## config.mk

```make
export PLATFORM = sky130hd
export DESIGN_NAME = ssb_ctrl
export DESIGN_NICKNAME = d
export VERILOG_FILES = /design/src/rtl/core/ssb_pkg.sv /design/src/rtl/core/ssb_ctrl.sv
export SDC_FILE = /design/constraint.sdc
export NUM_CORES = 1
export LEC_CHECK = 0
export ABC_AREA = 1
export BUFFER_PORTS_ARGS = -buffer_cell sky130_fd_sc_hd__buf_2
export CORE_AREA = 5 5 42 44
export CTS_CLUSTER_SIZE = 8
export DETAILED_ROUTE_END_ITERATION = 7
export DIE_AREA = 0 0 47 49
export PLACE_DENSITY = 0.73
export SKIP_CTS_REPAIR_TIMING = 1
export SLEW_MARGIN = 15
export SYNTH_ARGS = -nofsm -noshare
export SYNTH_HDL_FRONTEND = slang
export SYNTH_SLANG_ARGS = --single-unit
```

## constraint.sdc

```tcl
create_clock -name clock -period 2.2 [get_ports clock]
set_clock_uncertainty 0.05 [all_clocks]
set_input_delay 0.11 -clock clock [delete_from_list [all_inputs] [get_ports clock]]
set_output_delay 0.11 -clock clock [all_outputs]
set_load 0.01 [all_outputs]
```

## src/rtl/core/ssb_pkg.sv

```systemverilog
// ----------------------------------------------------------------------------
// ssb_pkg
// Shared types, codes, coefficients and the step table of the frequency
// shifter.
// ----------------------------------------------------------------------------
package ssb_pkg;

   localparam int SECTIONS   = 4;
   localparam int SEC_COUNT  = 2 * SECTIONS;
   localparam int SEC_BITS   = 3;
   localparam int STEP_BITS  = 5;
   localparam logic [STEP_BITS-1:0] LAST_STEP = 5'd18;

   // Datapath operations
   localparam logic [2:0] OP_NONE   = 3'd0;
   localparam logic [2:0] OP_SIN_SQ = 3'd1;
   localparam logic [2:0] OP_SIN_A  = 3'd2;
   localparam logic [2:0] OP_SIN_B  = 3'd3;
   localparam logic [2:0] OP_SIN_C  = 3'd4;
   localparam logic [2:0] OP_AP     = 3'd5;
   localparam logic [2:0] OP_OUT0   = 3'd6;
   localparam logic [2:0] OP_OUT1   = 3'd7;

   // Captures of a finished sine or cosine
   localparam logic [1:0] CAP_NONE = 2'd0;
   localparam logic [1:0] CAP_SIN  = 2'd1;
   localparam logic [1:0] CAP_COS  = 2'd2;

   // Polynomial constants, Q2.30
   localparam logic [31:0] SIN_A = 32'd1686629713;
   localparam logic [31:0] SIN_B = 32'd688904866;
   localparam logic [31:0] SIN_C = 32'd76016977;

   typedef struct packed {
      logic [2:0]          op;
      logic                which;
      logic [SEC_BITS-1:0] sec;
      logic                first;
      logic                wb;
      logic [1:0]          cap;
      logic                load;
      logic                fin;
   } ssb_cmd_type;

   typedef struct packed {
      logic out_full;
   } ssb_status_type;

   // Sections 0 to 3 form the in-phase path, 4 to 7 the quadrature path.
   function automatic logic signed [17:0] ap_coef(input logic [SEC_BITS-1:0] sec);
      logic signed [17:0] c;
      case (sec)
         3'd0:    c = 18'sd62836;
         3'd1:    c = 18'sd114848;
         3'd2:    c = 18'sd128005;
         3'd3:    c = 18'sd130744;
         3'd4:    c = 18'sd21202;
         3'd5:    c = 18'sd96080;
         3'd6:    c = 18'sd123909;
         3'd7:    c = 18'sd129840;
         default: c = 18'sd0;
      endcase
      return c;
   endfunction

   function automatic ssb_cmd_type step_cmd(input logic [STEP_BITS-1:0] step);
      ssb_cmd_type c;
      c = '0;
      case (step) inside
         [5'd0:5'd7]: begin
            case (step[1:0])
               2'd0:    c.op = OP_SIN_SQ;
               2'd1:    c.op = OP_SIN_A;
               2'd2:    c.op = OP_SIN_B;
               default: c.op = OP_SIN_C;
            endcase
            c.which = step[2];
            if (step == 5'd4) begin
               c.cap = CAP_SIN;
            end
         end
         [5'd8:5'd15]: begin
            c.op    = OP_AP;
            c.sec   = step[SEC_BITS-1:0];
            c.first = (step == 5'd8) || (step == 5'd12);
            c.wb    = (step != 5'd8);
            if (step == 5'd8) begin
               c.cap = CAP_COS;
            end
         end
         5'd16: begin
            c.op = OP_OUT0;
            c.wb = 1'b1;
         end
         5'd17: begin
            c.op = OP_OUT1;
         end
         default: c.op = OP_NONE;
      endcase
      return c;
   endfunction

endpackage

```

## src/rtl/core/ssb_ctrl.sv

```systemverilog
// ----------------------------------------------------------------------------
// ssb_ctrl
// Sequencer: walks the step table for one word and issues datapath commands.
// ----------------------------------------------------------------------------
module ssb_ctrl (
   input  logic                clock,
   input  logic                reset,
   input  logic                req_valid,
   output logic                req_ready,
   input  ssb_pkg::ssb_status_type status,
   output ssb_pkg::ssb_cmd_type    cmd
);
   import ssb_pkg::*;

   localparam logic ST_IDLE = 1'b0;
   localparam logic ST_RUN  = 1'b1;

   logic                 state_ff, state_in;
   logic [STEP_BITS-1:0] cnt_ff, cnt_in;

   assign req_ready = (state_ff == ST_IDLE);

   always_comb begin
      state_in = state_ff;
      cnt_in   = cnt_ff;
      cmd      = '0;
      case (state_ff)
         ST_IDLE: begin
            if (req_valid) begin
               cmd.load = 1'b1;
               state_in = ST_RUN;
               cnt_in   = '0;
            end
         end
         ST_RUN: begin
            if (cnt_ff == LAST_STEP) begin
               // The result waits here until the output register is free.
               if (!status.out_full) begin
                  cmd.fin  = 1'b1;
                  state_in = ST_IDLE;
               end
            end else begin
               cmd    = step_cmd(cnt_ff);
               cnt_in = cnt_ff + 5'd1;
            end
         end
         default: state_in = ST_IDLE;
      endcase
   end

   always_ff @(posedge clock) begin
      if (reset) begin
         state_ff <= ST_IDLE;
         cnt_ff   <= '0;
      end else begin
         state_ff <= state_in;
         cnt_ff   <= cnt_in;
      end
   end

`ifndef SYNTHESIS
   a_load_starts: assert property (@(posedge clock) disable iff (reset)
      cmd.load |=> (state_ff == ST_RUN) && (cnt_ff == '0))
      else $error("load did not start the sequence");
   a_run_continues: assert property (@(posedge clock) disable iff (reset)
      (state_ff == ST_RUN) && (cnt_ff != LAST_STEP) |=> (state_ff == ST_RUN))
      else $error("sequence left before its last step");
   a_fin_free: assert property (@(posedge clock) disable iff (reset)
      cmd.fin |-> !status.out_full)
      else $error("result issued into a full output register");
`endif

endmodule

```

==> run metrics, run 1 <==
Reg power frac 0.428; cell taking the most area after synthesis dfxtp_1; post-synth top area share 0.194; hold violation count in the final report 0; Leakage Power 0.341 nW; pre-CTS setup slack around 0.47 ns; Via density 5.30; Area Growth Syn to Fin 17.6%; H-tree levels 1; initial antenna violation count 0; Die H 49 µm; HP Class input pin to register; routed vias 657; warnings from Yosys 0; sequential element share of the synthesized area 0.194; crit path launch type register; number of cell rows 14; Mapped Cells between 80 and 90; crit path DAT between 1.5 and 2 ns; Synth Area in XOR/XNOR 0.0141; Detail Route Antenna Nets 0; final design utilization 0.520; post-synthesis simple-gate area fraction 0.453; RSZ-0062 raised after global routing no; Largest delay share family, worst path flip-flops; gr ovfl total 0; largest family of logic cells by synthesized area simple AND/OR/NAND/NOR gates; Pint between 0.00015 and 0.0002 W; worst rel slew slack 0.769; clk sinks 6; largest net degree at the start of global routing 9; critical path, cell by cell ha_1 -> inv_1 -> nor3_1 -> ha_1 -> inv_1 -> a21oi_1 -> nor2_1 -> nor2_1 -> buf_2; Crit Path Max Fanout 7; drt initial violations 13; VDD IR max 0.225 mV; Post-Syn Area 619 µm²; # nets final 119; Sw Share 0.308; Max-cap violations 0; Crit-path slowest cell dfxtp_1; diodes inserted 0; Tightest Pin Transition around 0.35 ns; CP peak stage delay 0.43 ns; Die X 47 µm; drt drc 0; dpl hpwl 1.16 mm; first-pass GRT wire length 2.39 mm; die area 0.00230 mm²; I/O Buffers 17; Crit. End Element primary output; top cells by area, synth dfxtp_1 19%, ha_1 10%, nand3_1 8.1%, nor2_1 7.9%, inv_1 5.5%; setup ws final about 0.18 ns; Synth Area in Compound Gates 0.107; Pre-antenna DRT Iters 4; Avg WL per Cell about 11 µm; vias in the first global route 568; Inserted Clock Buffers 3; Synth cell types 24; clock power share 0.388; clk root buf clkbuf_4; pwr dens roughly 380 mW/mm²; Clk pin slew, worst setup/hold paths 0.05 ns; RD Place Congestion 0.849; Core ar. 0.00140 mm²; CP required 2.04 ns; Post-Route WL 1.42 mm; I/O Pins 18; Switching Power 0.0000861 W; clk buf depth 2; status finished, final reports clean; syn_nets a little under 100; Avg Inst Size Synth 6.96 µm²; proportion of synthesized area in mux cells 0; fin. max-slew vios 0; most frequent cells in the layout 17 x buf_2, 13 x nor2_1, 10 x nand3_1; Final min period 2.02 ns; commonest non-fill, non-tap cell in the layout buf_2; power share of the combinational group 0.184; adder-cell share of the synthesized area 0.101; initial core utilization 0.442; setup TNS 0 ns; share of layout cells above drive strength 1 0.306; WP buf/inv 3; Crit Path Category register to primary output; fin crit share 0.920; aggregate global-route resource usage 0.138; synthesis-stage register bit count 6; CTS tree built; fmax 0.494 GHz; # setup viols final 0; worst-skew pair later-pin latency about 0.25 ns
## cell usage after synthesis, drive strengths merged
library cell  count
nor2             15
inv              12
nand3            11
nand2            10
nor3              7
dfxtp             6
o21ai             6
a21oi             5
ha                5
nand4             4
buf               3
nand3b            1
nor4              1
o211ai            1
or2               1
xor2              1
## logic make-up (layout without fill, tap and decap cells)
kind of cell | after synthesis | after routing
buffers and inverters | 15 | 34
and+or+nand+nor | 50 | 50
adders and majority gates | 5 | 5
AOI/OAI and AO/OA | 12 | 12
xor gates and xnor gates | 1 | 1
DFF | 6 | 6
## routing by layer
metal / track usage / part of all wire
met3: 0.0332 / 0.075
met4: 0.0691 / 0.018
met1: 0.185 / 0.44
met2: 0.199 / 0.46
met5: 0 / 0
## registers in the layout (all words and copies together), names as in the netlist
register,count
cnt_ff,5
state_ff,1
## path summary, 6_finish.rpt
| kind | to | from | cells past startpoint | slack (ns) |
|---|---|---|---|---|
| max | cmd[12] | cnt_ff[1]$_SDFFE_PP0P_ | 9 | 0.18 |
| max reg2reg | cnt_ff[4]$_SDFFE_PP0P_ | cnt_ff[1]$_SDFFE_PP0P_ | 6 | 0.63 |
| min reg2reg | cnt_ff[1]$_SDFFE_PP0P_ | cnt_ff[1]$_SDFFE_PP0P_ | 2 | 0.52 |
| min | cnt_ff[1]$_SDFFE_PP0P_ | reset | 2 | 0.04 |
## through the flow
step                total power, W  cells  cell area [µm²]  hold slack (ns)
finish                    0.000279    124              728           0.0388
global route              0.000298    124              728           0.0438
CTS                       0.000283    124              728           0.0253
detailed placement        0.000173    121              706            0.297
global placement          0.000172    121              706            0.286
floorplan                 0.000155     89              619            0.129
## area by class of cell
type,instances,area (µm²)
fillers,147,673
multi-input cells,68,418
flip-flops and latches,6,120
repair buffers,19,100
inverters,12,47.5
clock buffers,3,22.5
well taps,16,20.0
## power by group through the flow
| stage | combinational [W] | sequential (W) | clock, W |
|---|---|---|---|
| 4_1_cts | 0.0000515 | 0.000120 | 0.000112 |
| 3_3_place_gp | 0.0000508 | 0.000121 | 0 |
| 3_5_place_dp | 0.0000514 | 0.000122 | 0 |
| 5_1_grt | 0.0000579 | 0.000120 | 0.000120 |
| 2_1_floorplan | 0.0000346 | 0.000121 | 0 |
| 6_report | 0.0000513 | 0.000120 | 0.000108 |
## worst register-to-register path, cell delays in order, from the launching register on
cell and delay, ns:
dfxtp_1 0.43, ha_1 0.24, inv_1 0.07, nor3_1 0.13, ha_1 0.26, nand3b_1 0.16, a21oi_1 0.15
Power figures use the tool's default switching activity.
==> run 2, diff against run 1 <==
--- a/config.mk
+++ b/config.mk
@@ -7,11 +7,11 @@
 export LEC_CHECK = 0
 export ABC_AREA = 1
 export BUFFER_PORTS_ARGS = -buffer_cell sky130_fd_sc_hd__buf_2
-export CORE_AREA = 5 5 42 44
+export CORE_MARGIN = 5
+export CORE_UTILIZATION = 40
 export CTS_CLUSTER_SIZE = 8
 export DETAILED_ROUTE_END_ITERATION = 7
-export DIE_AREA = 0 0 47 49
-export PLACE_DENSITY = 0.73
+export PLACE_DENSITY = 0.64
 export SKIP_CTS_REPAIR_TIMING = 1
 export SLEW_MARGIN = 15
 export SYNTH_ARGS = -nofsm -noshare
==> run metrics, run 2 (synthesized netlist as in run 1, its figures left out) <==
status finished, final reports clean; Area Growth Syn to Fin 18.2%; most flop-heavy register cnt_ff; Die X ~50 µm; Worst Hold Depth 2; R2R Setup Slk 0.62 ns; Final min period approximately 2 ns; H-tree levels 1; Inserted Clock Buffers 3; max reg flops 5; Crit Path Max Fanout 7; Largest delay share family, worst path flip-flops; initial core utilization 0.416; initial antenna violation count 0; # setup viols final 0; worst reg2reg path depth 6; CTS tree built; Crit Path Category register to primary output; Setup crit start cnt_ff[1]$_SDFFE_PP0P_; first-pass GRT wire length 2.42 mm; biggest regs cnt_ff (5), state_ff (1); most frequent cells in the layout 17 x buf_2, 13 x nor2_1, 10 x nand3_1; Hold WS 0.0327 ns; Pre-antenna DRT Iters 5; Core ar. 0.00149 mm²; die area 0.00244 mm²; Crit-path slowest cell dfxtp_1; Max-cap violations 0; VDD IR max 0.240 mV; Min-Delay Endpoint cnt_ff[2]$_SDFFE_PP0P_; largest net degree at the start of global routing 9; Crit. End Element primary output; share of layout cells above drive strength 1 0.315; Avg WL per Cell 11.8 µm; design area 732 µm²; worst-skew pair later-pin latency 0.24 ns; Tightest Pin Transition around 0.36 ns; crit path launch type register; CP peak stage delay 0.45 ns; clk sinks 6; diodes inserted 0; clk buf depth 2; Via density 5.48; clk root buf clkbuf_4; dpl hpwl 1.18 mm; vias in the first global route 568; dpl cell area 706 µm²; worst rel slew slack 0.760; hold violation count in the final report 0; I/O Pins 18; number of cell rows 14; drt drc 0; WP buf/inv 3; Post-Route WL 1.47 mm; I/O Buffers 17; pre-CTS setup slack 0.449 ns; # nets final 119; Hold Path Origin reset; setup ws final about 0.18 ns; aggregate global-route resource usage 0.125; Leakage Power 0.340 nW; commonest non-fill, non-tap cell in the layout buf_2; gr ovfl total 0; pwr dens ~370 mW/mm²; CP required 2.04 ns; Clk pin slew, worst setup/hold paths 0.04 ns; crit path DAT 1.86 ns; Die H 49.4 µm; RD Place Congestion ~0.83; routed vias 679; Reg-to-Reg End cnt_ff[4]$_SDFFE_PP0P_; critical path, cell by cell ha_1 -> inv_1 -> nor3_1 -> ha_1 -> inv_1 -> nand2_1 -> o21ai_2 -> nor3_1 -> buf_2; fin crit share 0.916; drt initial violations 22; HP Class input pin to register; fmax 0.496 GHz; Detail Route Antenna Nets 0; fin. max-slew vios 0; R2R Path Start cnt_ff[1]$_SDFFE_PP0P_
run 2: report_power, final:
part / total, W / internal, W / leakage (nW) / switching (W)
Combinational: 0.0000516 / 0.0000186 / 0.278 / 0.0000330
Clock: 0.000101 / 0.0000617 / 0.0138 / 0.0000391
Sequential: 0.000120 / 0.000113 / 0.0489 / 0.00000711
run 2: layout make-up:
class                      instances  area (µm²)
clock buffer                       3        22.5
fill                             157         757
inverter                          12        47.5
multi-input combinational         68         422
sequential                         6         120
tap                               16        20.0
timing repair buffer              19         100
run 2: per-layer routing:
| metal | track usage | vias up | wire [µm] |
|---|---|---|---|
| met5 | 0 | - | 0 |
| met4 | 0.0404 | 0 | 23 |
| met3 | 0.0489 | 5 | 129 |
| met2 | 0.204 | 24 | 715 |
| met1 | 0.149 | 310 | 600 |
| li1 | - | 340 | - |
run 2: how the worst max path moves through the flow:
stage | endpoint | cells after the start
6_report | cmd[8] | 9
3_5_place_dp | cmd[4] | 9
3_3_place_gp | cmd[4] | 9
5_1_grt | cmd[6] | 9
2_1_floorplan | cmd[10] | 8
4_1_cts | cmd[10] | 9
run 2: per-stage QoR:
stage          cells  setup TNS [ns]  utilization  power [W]
2_1_floorplan     89               0            -   0.000155
5_1_grt          124        -0.00517        0.492   0.000291
3_3_place_gp     121               0        0.474   0.000173
6_report         124               0        0.492   0.000272
4_1_cts          124               0        0.489   0.000276
3_5_place_dp     121               0        0.474   0.000173
==> run 3, diff against run 2 <==
--- a/config.mk
+++ b/config.mk
@@ -6,7 +6,7 @@
 export NUM_CORES = 1
 export LEC_CHECK = 0
 export ABC_AREA = 1
-export BUFFER_PORTS_ARGS = -buffer_cell sky130_fd_sc_hd__buf_2
+export BUFFER_PORTS_ARGS = -buffer_cell sky130_fd_sc_hd__buf_4
 export CORE_MARGIN = 5
 export CORE_UTILIZATION = 40
 export CTS_CLUSTER_SIZE = 8
==> run metrics, run 3 (synthesized netlist as in run 1, its figures left out) <==
status finished, final reports clean; initial core utilization 0.416; Tightest Pin Transition 0.344 ns; fin. max-slew vios 0; RSZ-0062 raised after global routing no; Die X 49.4 µm; worst-skew pair later-pin latency 0.24 ns; Max-cap violations 0; first-pass GRT wire length 2.61 mm; critical path, cell by cell ha_1 -> inv_1 -> nor3_1 -> ha_1 -> inv_1 -> nand2_1 -> o21ai_2 -> nor3_1 -> buf_4; Pre-antenna DRT Iters 3; Crit. End Element primary output; # setup viols final 0; Crit Path Category register to primary output; initial antenna violation count 0; Leakage Power 0.349 nW; aggregate global-route resource usage 0.134; diodes inserted 0; FILL cells 157; Post-Route WL 1.57 mm; VDD IR max 0.208 mV; fmax 0.516 GHz; drt drc 0; Final min period 1.94 ns; largest net degree at the start of global routing 9; Area Growth Syn to Fin 27.1%; RD Place Congestion between 0.8 and 0.9; drt initial violations 12; Clk pin slew, worst setup/hold paths 0.04 ns; dpl hpwl 1.30 mm; biggest regs cnt_ff (5), state_ff (1); Crit-path slowest cell dfxtp_2; I/O Buffers 17; Die H just under 50 µm; most flop-heavy register cnt_ff; Via density between 5 and 6; Avg WL per Cell 12.5 µm; routed vias 654; most frequent cells in the layout 19 x buf_4, 13 x nor2_1, 10 x nand3_1; clk root buf clkbuf_4; setup ws final around 0.26 ns; max reg flops 5; crit path DAT 1.78 ns; commonest non-fill, non-tap cell in the layout buf_4; vias in the first global route 641; CP required about 2.0 ns; pwr dens 356 mW/mm²; HP Class input pin to register; hold violation count in the final report 0; Inserted Clock Buffers 3; I/O Pins 18; gr ovfl total 0; crit path launch type register; clk sinks 6; H-tree levels 1; Detail Route Antenna Nets 0; worst rel slew slack 0.771; number of cell rows 14; # nets final 120; Crit Path Max Fanout 7; die area 0.00244 mm²; pre-CTS setup slack 0.364 ns; CTS tree built; clk buf depth 2; setup TNS 0 ns; CP peak stage delay 0.38 ns; Core ar. 0.00149 mm²; fin crit share 0.880; share of layout cells above drive strength 1 0.330
[run 3: changes by cell type in the layout (fill, tap and decap cells not counted), sizes merged]
cell	before	now
dlygate4sd3	0	1
[run 3: worst paths after layout]
path,startpoint,end,slack (ns),cells after the start
max,cnt_ff[1]$_SDFFE_PP0P_,cmd[7],0.26,9
min,status,state_ff$_SDFF_PP0_,0.05,3
min reg2reg,cnt_ff[1]$_SDFFE_PP0P_,cnt_ff[1]$_SDFFE_PP0P_,0.48,2
max reg2reg,cnt_ff[1]$_SDFFE_PP0P_,cnt_ff[4]$_SDFFE_PP0P_,0.69,6
[run 3: cell type report]
cell class	count	area, µm²	area share
tap	16	20.0	0.0254
multi-input combinational	68	422	0.536
sequential	6	123	0.156
timing repair buffer	20	153	0.194
inverter	12	47.5	0.0604
clock buffer	3	22.5	0.0286
[run 3: power by group]
part | switching, W | internal [W]
Combinational | 0.0000340 | 0.0000242
Clock | 0.0000400 | 0.0000617
Sequential | 0.00000706 | 0.000113
[run 3: per-layer routing]
layer | wire, µm | vias to the layer above | GRT usage
met4 | 0 | 0 | 0.0269
met1 | 706 | 299 | 0.151
met2 | 790 | 14 | 0.230
li1 | - | 341 | -
met3 | 69 | 0 | 0.0581
met5 | 0 | - | 0
[run 3: through the flow]
stage	total power, W	area [µm²]	hold WS [ns]	instances	util
3_3_place_gp	0.000177	748	0.258	121	0.503
2_1_floorplan	0.000155	619	0.129	89	-
3_5_place_dp	0.000179	748	0.260	121	0.503
4_1_cts	0.000286	771	-0.00558	124	0.518
6_report	0.000280	787	0.0512	125	0.529
5_1_grt	0.000305	787	0.0504	125	0.529
[run 3: worst max-delay path, delay by kind of cell, from the launching register on]
family,cells,cell delay (ns)
adder cells (fa/ha/maj),2,0.39
AND/OR/NAND/NOR,3,0.39
AO/OA/AOI/OAI,1,0.09
flip-flops,1,0.38
buffers and inverters,3,0.28
